## src/design/debounced_pulse_gust_tracker_assert.svh

```systemverilog
// Assertion macros shared by the gust tracker modules.
// Each macro expects signals named clk and rst in the scope where it is used.
`ifndef DEBOUNCED_PULSE_GUST_TRACKER_ASSERT_SVH
`define DEBOUNCED_PULSE_GUST_TRACKER_ASSERT_SVH
`ifndef ASSERT_OFF
`define DPGT_ASSERT_ALWAYS(lbl, cond, msg) \
  lbl: assert property (@(posedge clk) disable iff (rst) (cond)) else $error(msg);
`define DPGT_ASSERT_IMP(lbl, pre, post, msg) \
  lbl: assert property (@(posedge clk) disable iff (rst) (pre) |-> (post)) else $error(msg);
`define DPGT_ASSERT_NEXT(lbl, pre, post, msg) \
  lbl: assert property (@(posedge clk) disable iff (rst) (pre) |=> (post)) else $error(msg);
`else
`define DPGT_ASSERT_ALWAYS(lbl, cond, msg)
`define DPGT_ASSERT_IMP(lbl, pre, post, msg)
`define DPGT_ASSERT_NEXT(lbl, pre, post, msg)
`endif
`endif

```

## src/design/dpgt_pkg.sv

```systemverilog
// Package for the debounced pulse gust tracker: constants, register indices,
// controller state type and the command and status structs. No dependencies.
package dpgt_pkg;

  localparam int GUST_DEPTH_DEFAULT  = 16;
  localparam int COUNT_WIDTH_DEFAULT = 16;

  localparam int TIMER_W     = 16;
  localparam int OUT_W       = 16;
  localparam int CFG_INDEX_W = 2;
  localparam int CFG_DATA_W  = 16;

  localparam logic [TIMER_W-1:0] DEBOUNCE_RESET    = 16'd20;
  localparam logic [TIMER_W-1:0] GUST_PERIOD_RESET = 16'd3000;

  localparam logic [CFG_INDEX_W-1:0] CFG_DEBOUNCE_MS = 2'd0;
  localparam logic [CFG_INDEX_W-1:0] CFG_GUST_PERIOD = 2'd1;

  typedef enum logic [2:0] {
    ST_IDLE,
    ST_UPDATE,
    ST_SCAN,
    ST_DRAIN,
    ST_DONE
  } dpgt_state_t;

  typedef struct packed {
    logic load;
    logic step;
    logic scan_rd;
    logic finish;
  } dpgt_cmd_t;

  typedef struct packed {
    logic report;
    logic scan_last;
    logic out_free;
  } dpgt_stat_t;

endpackage

```

## src/design/debounced_pulse_gust_tracker.sv

```systemverilog
// Top level of the debounced pulse gust tracker: configuration registers and
// the controller and datapath instances. Depends on dpgt_pkg, dpgt_ctrl, dpgt_datapath.
//
//   Channel  Handshake             Payload
//   cfg      cfg_valid/cfg_ready   cfg_index, cfg_data
//   in       in_valid/in_ready     wind_edge, rain_edge, report_request
//   out      out_valid/out_ready   wind_pulses, rain_pulses, gust_peak
//
// A tick without a report is accepted in ST_IDLE, then takes one update step in ST_UPDATE.
// A tick with a report goes on from ST_UPDATE to the peak scan in ST_SCAN, which
// reads one gust ring entry a cycle from the single-port ring memory.
// The result sits in an output register, so the next tick is accepted while it waits.
// Reset clears all counters, timers and ring valid bits at once; no clearing pass.
// Configuration writes are taken in every cycle.
module debounced_pulse_gust_tracker
  import dpgt_pkg::*;
#(
  parameter int GUST_DEPTH  = GUST_DEPTH_DEFAULT,
  parameter int COUNT_WIDTH = COUNT_WIDTH_DEFAULT
) (
  input  logic                   clk,
  input  logic                   rst,
  input  logic                   cfg_valid,
  output logic                   cfg_ready,
  input  logic [CFG_INDEX_W-1:0] cfg_index,
  input  logic [CFG_DATA_W-1:0]  cfg_data,
  input  logic                   in_valid,
  output logic                   in_ready,
  input  logic                   wind_edge,
  input  logic                   rain_edge,
  input  logic                   report_request,
  output logic                   out_valid,
  input  logic                   out_ready,
  output logic [OUT_W-1:0]       wind_pulses,
  output logic [OUT_W-1:0]       rain_pulses,
  output logic [OUT_W-1:0]       gust_peak
);

  logic [TIMER_W-1:0] debounce_ms;
  logic [TIMER_W-1:0] gust_period;
  dpgt_cmd_t          cmd;
  dpgt_stat_t         stat;

  assign cfg_ready = 1'b1;

  always_ff @(posedge clk) begin
    if (rst) begin
      debounce_ms <= DEBOUNCE_RESET;
      gust_period <= GUST_PERIOD_RESET;
    end else if (cfg_valid) begin
      unique case (cfg_index)
        CFG_DEBOUNCE_MS: debounce_ms <= TIMER_W'(cfg_data);
        CFG_GUST_PERIOD: gust_period <= TIMER_W'(cfg_data);
        default: begin
        end
      endcase
    end
  end

  dpgt_ctrl u_ctrl (
    .clk      (clk),
    .rst      (rst),
    .in_valid (in_valid),
    .in_ready (in_ready),
    .stat     (stat),
    .cmd      (cmd)
  );

  dpgt_datapath #(
    .GUST_DEPTH  (GUST_DEPTH),
    .COUNT_WIDTH (COUNT_WIDTH)
  ) u_datapath (
    .clk            (clk),
    .rst            (rst),
    .cmd            (cmd),
    .stat           (stat),
    .debounce_ms    (debounce_ms),
    .gust_period    (gust_period),
    .wind_edge      (wind_edge),
    .rain_edge      (rain_edge),
    .report_request (report_request),
    .out_ready      (out_ready),
    .out_valid      (out_valid),
    .wind_pulses    (wind_pulses),
    .rain_pulses    (rain_pulses),
    .gust_peak      (gust_peak)
  );

endmodule

```

## src/design/dpgt_ctrl.sv

```systemverilog
// Controller state machine for the gust tracker.
// Depends on dpgt_pkg and the assertion macro header.
`include "debounced_pulse_gust_tracker_assert.svh"

module dpgt_ctrl
  import dpgt_pkg::*;
(
  input  logic       clk,
  input  logic       rst,
  input  logic       in_valid,
  output logic       in_ready,
  input  dpgt_stat_t stat,
  output dpgt_cmd_t  cmd
);

  dpgt_state_t state;
  dpgt_state_t state_next;

  always_ff @(posedge clk) begin
    if (rst) begin
      state <= ST_IDLE;
    end else begin
      state <= state_next;
    end
  end

  always_comb begin
    state_next = state;
    cmd        = '0;
    in_ready   = 1'b0;
    unique case (state)
      ST_IDLE: begin
        in_ready = 1'b1;
        if (in_valid) begin
          cmd.load   = 1'b1;
          state_next = ST_UPDATE;
        end
      end
      ST_UPDATE: begin
        cmd.step   = 1'b1;
        state_next = stat.report ? ST_SCAN : ST_IDLE;
      end
      ST_SCAN: begin
        cmd.scan_rd = 1'b1;
        if (stat.scan_last) begin
          state_next = ST_DRAIN;
        end
      end
      ST_DRAIN: begin
        state_next = ST_DONE;
      end
      ST_DONE: begin
        if (stat.out_free) begin
          cmd.finish = 1'b1;
          state_next = ST_IDLE;
        end
      end
      default: begin
        state_next = ST_IDLE;
      end
    endcase
  end

  `DPGT_ASSERT_NEXT(a_accept_updates, in_valid && in_ready, state == ST_UPDATE, "accepted transaction not processed")
  `DPGT_ASSERT_NEXT(a_scan_continues, state == ST_SCAN && !stat.scan_last, state == ST_SCAN, "ring scan ended early")

endmodule

```

## src/design/dpgt_datapath.sv

```systemverilog
// Datapath for the gust tracker: debounce timers, pulse counters, gust ring
// memory with per-slot valid bits, peak scan and output register. Uses dpgt_pkg.
`include "debounced_pulse_gust_tracker_assert.svh"

module dpgt_datapath
  import dpgt_pkg::*;
#(
  parameter int GUST_DEPTH  = GUST_DEPTH_DEFAULT,
  parameter int COUNT_WIDTH = COUNT_WIDTH_DEFAULT
) (
  input  logic               clk,
  input  logic               rst,
  input  dpgt_cmd_t          cmd,
  output dpgt_stat_t         stat,
  input  logic [TIMER_W-1:0] debounce_ms,
  input  logic [TIMER_W-1:0] gust_period,
  input  logic               wind_edge,
  input  logic               rain_edge,
  input  logic               report_request,
  input  logic               out_ready,
  output logic               out_valid,
  output logic [OUT_W-1:0]   wind_pulses,
  output logic [OUT_W-1:0]   rain_pulses,
  output logic [OUT_W-1:0]   gust_peak
);

  localparam int IW = (GUST_DEPTH > 1) ? $clog2(GUST_DEPTH) : 1;
  localparam logic [IW-1:0] LAST_SLOT = IW'(GUST_DEPTH - 1);

  function automatic logic [OUT_W-1:0] clamp_out(input logic [COUNT_WIDTH-1:0] v);
    logic [COUNT_WIDTH-1:0] high;
    high = v >> OUT_W;
    if (COUNT_WIDTH > OUT_W && high != '0) begin
      return '1;
    end
    return OUT_W'(v);
  endfunction

  logic                   wind_req;
  logic                   rain_req;
  logic                   rep_req;
  logic [TIMER_W-1:0]     wind_since;
  logic [TIMER_W-1:0]     rain_since;
  logic [TIMER_W-1:0]     gust_since;
  logic [COUNT_WIDTH-1:0] wind_count;
  logic [COUNT_WIDTH-1:0] rain_count;
  logic [COUNT_WIDTH-1:0] prev_wind_count;
  logic [IW-1:0]          gust_slot;
  logic [IW-1:0]          scan_idx;
  logic [COUNT_WIDTH-1:0] ring_mem [GUST_DEPTH];
  logic [GUST_DEPTH-1:0]  ring_ok;
  logic [COUNT_WIDTH-1:0] rd_data;
  logic                   rd_ok;
  logic                   rd_live;
  logic [COUNT_WIDTH-1:0] peak;

  logic [TIMER_W-1:0]     wind_since_up;
  logic [TIMER_W-1:0]     rain_since_up;
  logic [TIMER_W-1:0]     gust_since_up;
  logic                   wind_hit;
  logic                   rain_hit;
  logic                   sample;
  logic [COUNT_WIDTH-1:0] wind_count_next;
  logic [COUNT_WIDTH-1:0] rain_count_next;
  logic [COUNT_WIDTH-1:0] revs;
  logic [IW-1:0]          gust_slot_next;

  always_comb begin
    wind_since_up = (wind_since == '1) ? wind_since : wind_since + 1'b1;
    rain_since_up = (rain_since == '1) ? rain_since : rain_since + 1'b1;
    gust_since_up = (gust_since == '1) ? gust_since : gust_since + 1'b1;
    wind_hit = wind_req && (wind_since_up >= debounce_ms);
    rain_hit = rain_req && (rain_since_up >= debounce_ms);
    sample   = gust_since_up >= gust_period;
    wind_count_next = wind_count;
    if (wind_hit && wind_count != '1) begin
      wind_count_next = wind_count + 1'b1;
    end
    rain_count_next = rain_count;
    if (rain_hit && rain_count != '1) begin
      rain_count_next = rain_count + 1'b1;
    end
    revs = (wind_count_next >= prev_wind_count) ? wind_count_next - prev_wind_count : '0;
    gust_slot_next = (gust_slot == LAST_SLOT) ? '0 : gust_slot + 1'b1;
  end

  always_ff @(posedge clk) begin
    if (rst) begin
      wind_since      <= '0;
      rain_since      <= '0;
      gust_since      <= '0;
      wind_count      <= '0;
      rain_count      <= '0;
      prev_wind_count <= '0;
      gust_slot       <= '0;
      scan_idx        <= '0;
      ring_ok         <= '0;
      rd_live         <= 1'b0;
      out_valid       <= 1'b0;
    end else begin
      rd_live <= cmd.scan_rd;
      if (cmd.step) begin
        wind_since <= wind_hit ? '0 : wind_since_up;
        rain_since <= rain_hit ? '0 : rain_since_up;
        wind_count <= wind_count_next;
        rain_count <= rain_count_next;
        scan_idx   <= '0;
        if (sample) begin
          gust_since         <= '0;
          prev_wind_count    <= wind_count_next;
          gust_slot          <= gust_slot_next;
          ring_ok[gust_slot] <= 1'b1;
        end else begin
          gust_since <= gust_since_up;
        end
      end
      if (cmd.scan_rd) begin
        scan_idx <= scan_idx + 1'b1;
      end
      if (cmd.finish) begin
        wind_count      <= '0;
        rain_count      <= '0;
        prev_wind_count <= '0;
        gust_slot       <= '0;
        ring_ok         <= '0;
        out_valid       <= 1'b1;
      end else if (out_ready) begin
        out_valid <= 1'b0;
      end
    end
  end

  always_ff @(posedge clk) begin
    if (cmd.load) begin
      wind_req <= wind_edge;
      rain_req <= rain_edge;
      rep_req  <= report_request;
    end
    if (cmd.step && sample) begin
      ring_mem[gust_slot] <= revs;
    end
    if (cmd.scan_rd) begin
      rd_data <= ring_mem[scan_idx];
      rd_ok   <= ring_ok[scan_idx];
    end
    if (cmd.step) begin
      peak <= '0;
    end else if (rd_live && rd_ok && rd_data > peak) begin
      peak <= rd_data;
    end
    if (cmd.finish) begin
      wind_pulses <= clamp_out(wind_count);
      rain_pulses <= clamp_out(rain_count);
      gust_peak   <= clamp_out(peak);
    end
  end

  assign stat.report    = rep_req;
  assign stat.scan_last = scan_idx == LAST_SLOT;
  assign stat.out_free  = !out_valid || out_ready;

  `DPGT_ASSERT_ALWAYS(a_slot_in_range, gust_slot <= LAST_SLOT, "gust slot beyond ring depth")
  `DPGT_ASSERT_NEXT(a_finish_clears, cmd.finish, wind_count == '0 && rain_count == '0 && ring_ok == '0, "report did not clear the counts and ring")
  `DPGT_ASSERT_NEXT(a_finish_shows, cmd.finish, out_valid, "report result not presented")

endmodule
```

## config.mk

```make
export PLATFORM = sky130hd
export DESIGN_NAME = debounced_pulse_gust_tracker
export DESIGN_NICKNAME = d
export VERILOG_FILES = /design/src/design/dpgt_pkg.sv /design/src/design/debounced_pulse_gust_tracker.sv /design/src/design/dpgt_ctrl.sv /design/src/design/dpgt_datapath.sv
export VERILOG_INCLUDE_DIRS = /design/src /design/src/design
export SDC_FILE = /design/constraint.sdc
export NUM_CORES = 1
export LEC_CHECK = 0
export CAP_MARGIN = 5
export CORE_ASPECT_RATIO = 2
export CORE_UTILIZATION = 56
export CTS_CLUSTER_DIAMETER = 40
export CTS_CLUSTER_SIZE = 16
export DETAILED_ROUTE_END_ITERATION = 6
export DONT_BUFFER_PORTS = 1
export GPL_TIMING_DRIVEN = 0
export PLACE_DENSITY = 0.77
export SYNTH_ARGS = -nofsm -noshare
export SYNTH_HDL_FRONTEND = slang
export SYNTH_SLANG_ARGS = --single-unit
```

## constraint.sdc

```tcl
create_clock -name clk -period 15.7 [get_ports clk]
set_input_delay 3.14 -clock clk [delete_from_list [all_inputs] [get_ports clk]]
set_output_delay 3.14 -clock clk [all_outputs]
set_load 0.005 [all_outputs]
```

[After elaboration in Yosys (flattened, before gate mapping)]
Memories as Yosys holds them, arrays and structs flattened. A register that Yosys moved wholly into a read port is not among the register bits.
Cells that the tools add are included.
Storage, ports and cells
  flip-flop bits (word level): 225
  RAM bits: 256
  input port bits: 26
  output and inout port bits: 51
  word-level logic and storage cells: 106
  memories kept: 1
Operators by class
  add/subtract/negate cells: 8
  order comparisons: 8
  eq/ne operators: 15
  muxes and demuxes: 31
  bitwise gates (word level): 1
  reductions and logical operators: 20
Memory list
  u_datapath.ring_mem: words 16, bits a word 16, read ports 1, clocked after Yosys merged registers in 1, write ports 1, line dpgt_datapath.sv:50  | logic [COUNT_WIDTH-1:0] ring_mem [GUST_DEPTH];
Operators by type and width (count)
  $mux W16: 8
  $add A16 B1 Y16 const B: 5
  $ge A16 B16 Y1: 4
  $eq A16 B16 Y1 const B: 3
  $ne A16 B16 Y1 const B: 2
  $gt A16 B16 Y1: 1
  $or A16 B16 Y16: 1
  $sub A16 B16 Y16: 1
  $pmux W3 S5: 1
  $mux W1: 13
  $mux W4: 3
  $lt A4 B5 Y1 const B: 2
  $mux W3: 3
  $add A4 B1 Y4 const B: 2
  $eq A4 B4 Y1 const B: 2
  $logic_and A1 B1 Y1: 8
  $reduce_and A2 Y1: 4
  $eq A3 B2 Y1 const B: 2
  $ne A2 B2 Y1 const B: 3
  $bmux W1 S4: 1
  $demux W1 S4: 1
  $ge A4 B1 Y1 const B: 1
  $reduce_bool A2 Y1: 2
  $eq A3 B1 Y1 const B: 1
  other kinds (9): 9

[Longest topological paths before layout]
  word-level depth: 8
  gate-level depth with buffers: 22
  gate-level depth less buffers: 20

[Cells and area by module]
Synthesis repeated with hierarchy kept, for this count alone.
Unflattened totals
  cell total of the unflattened synthesis: 1779
  area total of the unflattened synthesis: 22905.7 um2
By module, submodules not included
  dpgt_datapath: times used 1, cells an instance 1619, area each 21314.2 um2, seq. area each 12492.0 um2
  debounced_pulse_gust_tracker: times used 1, cells an instance 134, area each 1365.1 um2, seq. area each 640.6 um2
  dpgt_ctrl: times used 1, cells an instance 26, area each 226.5 um2, seq. area each 60.1 um2

[Worst setup path before layout]
OpenSTA, ideal clock, no wires.
  path kind: input to register
  start point: input out_ready
  end point: register u_datapath.prev_wind_count[10]
  setup time: 120 ps
  data arrival time: 6334 ps
  required time: 15580 ps
  setup slack: 9247 ps
  stages: 7
  buffers on the path: 2
  path through: nor2b_1 nor2_1 or2_2 clkbuf_1 clkbuf_1 nor2_1 o31a_1
RTL lines
  start, declared: line debounced_pulse_gust_tracker.sv:33  | input logic out_ready,
  end signal, assigned: line dpgt_datapath.sv:110  | prev_wind_count <= wind_count_next;
  end, declared: line dpgt_datapath.sv:47  | logic [COUNT_WIDTH-1:0] prev_wind_count;

[Worst setup path in the final report]
  start point: register u_datapath.wind_since[4]
  end point: memory u_datapath.ring_mem[15][8] (netlist name), data pin
On the way
  longest elaborated chain between the ends: 8
  elaborated cells on any way between the ends: 10
  classes of those cells: add/sub (2); order compare (2); eq/ne (1); mux (3); reduce/logical (2)
RTL lines
  start, declared: line dpgt_datapath.sv:42  | logic [TIMER_W-1:0] wind_since;
  start signal, assigned: line dpgt_datapath.sv:103  | wind_since <= wind_hit ? '0 : wind_since_up;
  $add A16 B1 Y16 or $eq A16 B16 Y1 (tied branches): line dpgt_datapath.sv:69  | wind_since_up = (wind_since == '1) ? wind_since : wind_since + 1'b1;
  $mux W16 (*): line dpgt_datapath.sv:69
  $ge A16 B16 Y1 (*): line dpgt_datapath.sv:72  | wind_hit = wind_req && (wind_since_up >= debounce_ms);
  $logic_and A1 B1 Y1 (*): line dpgt_datapath.sv:72
  $logic_and A1 B1 Y1 (*): line dpgt_datapath.sv:76  | if (wind_hit && wind_count != '1) begin
  $mux W16 (*): line dpgt_datapath.sv:76
  net u_datapath.wind_count_next[9]: line dpgt_datapath.sv:63  | logic [COUNT_WIDTH-1:0] wind_count_next;
  $ge A16 B16 Y1 (*): line dpgt_datapath.sv:83  | revs = (wind_count_next >= prev_wind_count) ? wind_count_next - prev_wind_count : '0;
  $mux W16 (*): line dpgt_datapath.sv:83
  net u_datapath.revs[8]: line dpgt_datapath.sv:65  | logic [COUNT_WIDTH-1:0] revs;
  end, declared: line dpgt_datapath.sv:50
Mark *: on every way through the listed nets, which the timed path passes. The rest lies on a longest branch.

==> results by stage <==
Routing:
- Before antenna repair, the detailed router went through 5 iterations.
- The detail route stage leaves a number of antenna-violating nets equal to 0.
- The number of vias in the routed layout is 14,600.
- The total wire length after detailed routing is 56.1 mm.
- The DRC violations left is 0.
- Dividing the detail-routed via count by the number of cells gives 6.18.
- The initial DRC count is 1,029.
- The post-detailed-route wirelength per cell is 23.8 um.

Global routing:
- Summed over all layers, the global routing overflow is 0.
- The number of antenna violations at the first check in global routing is 1.
- In the global route stage, overall resource usage came out at 28.2%.
- The first global-routing pass estimated 83.8 mm of wire.
- The via count of the first global-routing pass is 14,900.
- Entering global routing, the biggest net connects 33 pins.

Worst hold path:
- The class of the most critical hold timing path is reg2reg.
- The hold-critical path depth is 0.

Layout:
- Summing all flip-flop and latch instances after layout gives 13,200 um^2.
- The layout filler cell count is 2,913.
- The growth of design area from synthesis to finish is 9.74%.
- Leaving out fill and tap cells, the most frequent cell in the layout is edfxtp_1.
- The library cells used most frequently in the layout, excluding fill and tap cells, are edfxtp_1, dfxtp_1, nand2_1.
- The post-route netlist has 12.3% of its cells at a drive strength greater than 1.
- The number of standard cells in the final layout excluding fillers is 2,357.
- The number of antenna diodes in the final layout is 0.
- After the last flow step, the layout net total stands at 1,919.
- The area used by multi-input combinational logic is 8530 um^2.
- Once layout is complete, the utilization of the core stands at between 60% and 70%.

Clock network:
- Clock tree synthesis found a total of 497 sinks.
- The deepest level of the CTS H-tree is 2.
- TritonCTS built the clock tree.
- The clock latency of the later-clocked register in the worst-skew pair is around 0.57 ns.
- In this run, post-CTS hold repair placed 0 buffers.
- The post-CTS repair timing setup buffer count is 0.
- The cell chosen for the clock root is clkbuf_16.
- The deepest clock path buffer count is 3.
- Clock-pin slew was measured on the worst setup and hold paths at 0.08 ns.
- The number of gates given a new drive strength after cts is 0.
- Counting the buffers created by CTS gives 41.

STA:
- For the pin with the worst max-slew slack, the measured transition is between 1 and 1.5 ns.
- The normalized max-slew margin is 15.7%.
- The achievable clock frequency is 130 MHz.
- The final critical path time including I/O delays and setup is 7.71 ns.
- Summed over all failing endpoints, the final setup total negative slack is 0 ns.
- The number of setup violations in the final report is 0.
- The clock arrives with 0.0225 ns of skew.
- Setup repair after global routing left no endpoint under its margin.
- The final-report max-slew violation count is 0.
- Across all setup checks in the final design, the least slack found is 7.99 ns.
- The count of endpoints failing hold in the final timing report is 0.
- The final worst hold slack is 0.443 ns.
- The share of the cycle needed by the critical path after routing is 49.1%.

Synthesis:
- The per-instance average area after synthesis is 12.8 um^2.
- Of the total synthesized cell area, the portion taken by AND, OR, NAND and NOR gates is a little under an eighth.
- After Yosys synthesis, full adders, half adders and majority gates account for 5.14% of the synthesized area.
- Of the total synthesized cell area, the portion taken by XOR and XNOR cells is 3.02%.
- The area of the mapped netlist is around 22,000 um^2.
- The async set or reset register ratio after synthesis is 0%.
- The number of library cell types mapped by synthesis is 78.
- The number of instances in the synthesized netlist is 1,746.
- The sequential element share of the synthesized area is about three fifths.
- The total of flip-flops plus latches after synthesis is 497.
- The most used flip-flop cell after synthesis is edfxtp_1.
- The Yosys step of the flow raised 0 warnings.
- The synthesized netlist devotes around 9% of its cell area to compound gates.
- The synthesized design contains approximately 320 enable-type register cells.
- The net count after synthesis is 1,863.
- The dominant combinational cell family by area after synthesis is simple AND/OR/NAND/NOR gates.
- The mux cell area share after synthesis is 9.14%.

Setup path:
- The type of the worst setup path is reg2reg.
- The worst-path maximum fanout is 16.
- The critical path goes through and4_1, nand4_1, o31ai_2, nor2_1, xor2_1, ha_1, nand2_1, or3_1, o22ai_1, o311ai_4, nor3_1, xor2_1, ha_1, a21oi_1, a2bb2oi_1, a21oi_1, a211oi_1, o21ai_0, a31oi_1, clkbuf_1, nor2_1.
- At the worst endpoint, the required time is 15.90 ns.
- The critical path launch point type is a flip-flop.
- The sort of element at the end of the critical path is a flip-flop.
- For the worst setup path, the data arrival time is 7.90 ns.
- The number of cell instances on the worst register-to-register path is 21.
- The peak per-stage delay on the critical path is slightly above 0.7 ns.
- The critical-path cell with the highest stage delay is o31ai_2.

Place:
- The pre-CTS setup slack is ~8.2 ns.
- The final HPWL from detailed placement is between 40 and 50 mm.
- The count of input and output buffers is 0.
- The last weighted congestion value of the routability-driven placer is approximately 0.94.
- The instance count after placement with tap cells included is 2,284.

Floorplan:
- From left edge to right edge, the die measures 143 um.
- The vertical die dimension is 284 um.
- The die area is around 41,000 um^2.
- The number of rows created at floorplan is 103.
- For this design the top-level I/O count stands at 77.
- Once the floorplan was initialized, standard cells occupied 56.8% of the core.
- In this run the standard cell core region covers 39,300 um^2.

Power and ir drop:
- The static power due to leakage is 7.86 nW.
- Across the VDD grid, the largest voltage drop is 0.0663 mV.
- The total power per unit cell area is 102 nW/um^2.

Run status:
- The flow ran to the end, and the final reports show no timing, DRC or antenna violations.

Job:
- The tool flagged a number of max-cap violations equal to 0.
worst max-delay path, delay by kind of cell, from the launching register on:
family / cells / cell delay, ns
compound gates: 9 / 3.04
simple gates: 7 / 1.98
fa+ha+maj: 2 / 0.69
flops: 1 / 0.46
xor+xnor: 2 / 0.64
buf+inv: 1 / 0.49
registers in the layout (all words and copies together) (netlist names), 16 cells and up:
signal,flops
u_datapath.rain_pulses,16
gust_period,16
u_datapath.rain_count,16
u_datapath.rd_data,16
u_datapath.ring_mem,256
debounce_ms,16
u_datapath.peak,16
u_datapath.wind_pulses,16
u_datapath.wind_count,16
u_datapath.wind_since,16
u_datapath.gust_peak,16
u_datapath.prev_wind_count,16
u_datapath.ring_ok,16
u_datapath.rain_since,16
u_datapath.gust_since,16
synth_stat cells, drive strengths merged (4+ instances only):
master | instances | area share, %
edfxtp | 324 | 44
dfxtp | 173 | 16
nand2 | 142 | 2.4
nor2 | 132 | 2.2
a21oi | 105 | 2.4
ha | 90 | 5.0
mux4 | 85 | 8.6
inv | 78 | 1.3
nand3 | 72 | 1.6
clkbuf | 59 | 1.0
o21ai | 48 | 1.1
xnor2 | 43 | 1.7
xor2 | 34 | 1.3
nor3 | 32 | 0.74
o21a | 29 | 0.98
nand4 | 28 | 0.79
buf | 22 | 0.52
a31oi | 19 | 0.53
a22o | 18 | 0.71
and3 | 17 | 0.48
nor4 | 17 | 0.79
nor2b | 15 | 0.42
or3 | 14 | 0.41
a211oi | 11 | 0.39
a21o | 11 | 0.37
nand2b | 11 | 0.31
a211o | 10 | 0.39
and2 | 9 | 0.25
o31a | 9 | 0.36
and4 | 8 | 0.31
mux2i | 8 | 0.36
or2 | 8 | 0.22
a41oi | 7 | 0.31
nand3b | 6 | 0.20
o31ai | 6 | 0.25
mux2 | 4 | 0.20
o311ai | 4 | 0.24
routing by layer:
layer	up-vias	global-route usage (%)	part of all wire [%]
met1	7187	26.1	32
met3	216	3.89	4.5
met2	507	53.5	56
met5	-	0	0
li1	6661	-	-
met4	0	21.9	8.2
final timing paths:
| path | start | endpoint | slack, ns |
|---|---|---|---|
| hold reg to reg | u_datapath.wind_count[3]$_SDFFE_PP0P_ | u_datapath.wind_pulses[3]$_DFFE_PP_ | 0.44 |
| hold / removal | u_datapath.wind_count[3]$_SDFFE_PP0P_ | u_datapath.wind_pulses[3]$_DFFE_PP_ | 0.44 |
| setup / recovery | u_datapath.wind_since[4]$_SDFFE_PP0P_ | u_datapath.ring_mem[15][8]$_DFFE_PP_ | 7.99 |
| setup reg to reg | u_datapath.wind_since[4]$_SDFFE_PP0P_ | u_datapath.ring_mem[15][8]$_DFFE_PP_ | 7.99 |
cells by family (layout without fill, tap and decap cells):
family | after synthesis | after routing
muxes | 97 | 97
DFF | 497 | 497
and+or+nand+nor | 523 | 523
adders and majority gates | 91 | 91
AOI/OAI and AO/OA | 301 | 301
other | 1 | 1
buffers and inverters | 159 | 245
xor gates and xnor gates | 77 | 77
area by class of cell:
type | instances | share of cell area (%)
sequential | 497 | 53.9
clock buffer | 61 | 4.84
tap | 525 | 2.68
clock inverter | 12 | 0.480
multi-input combinational | 1090 | 34.8
inverter | 78 | 1.20
timing repair buffer | 13 | 0.680
buffer | 81 | 1.38
report_power, final:
| part | switching [mW] | internal [mW] |
|---|---|---|
| Combinational | 0.0536 | 0.0271 |
| Sequential | 0.00595 | 1.38 |
| Clock | 0.481 | 0.535 |
| Total | 0.541 | 1.95 |
stage by stage:
stage / power (mW) / instance area, um^2
floorplan: 1.47 / 22300
global placement: 1.50 / 23000
detailed placement: 1.50 / 23200
CTS: 2.50 / 24500
global route: 2.55 / 24500
finish: 2.49 / 24500
Power figures use the tool's default switching activity.
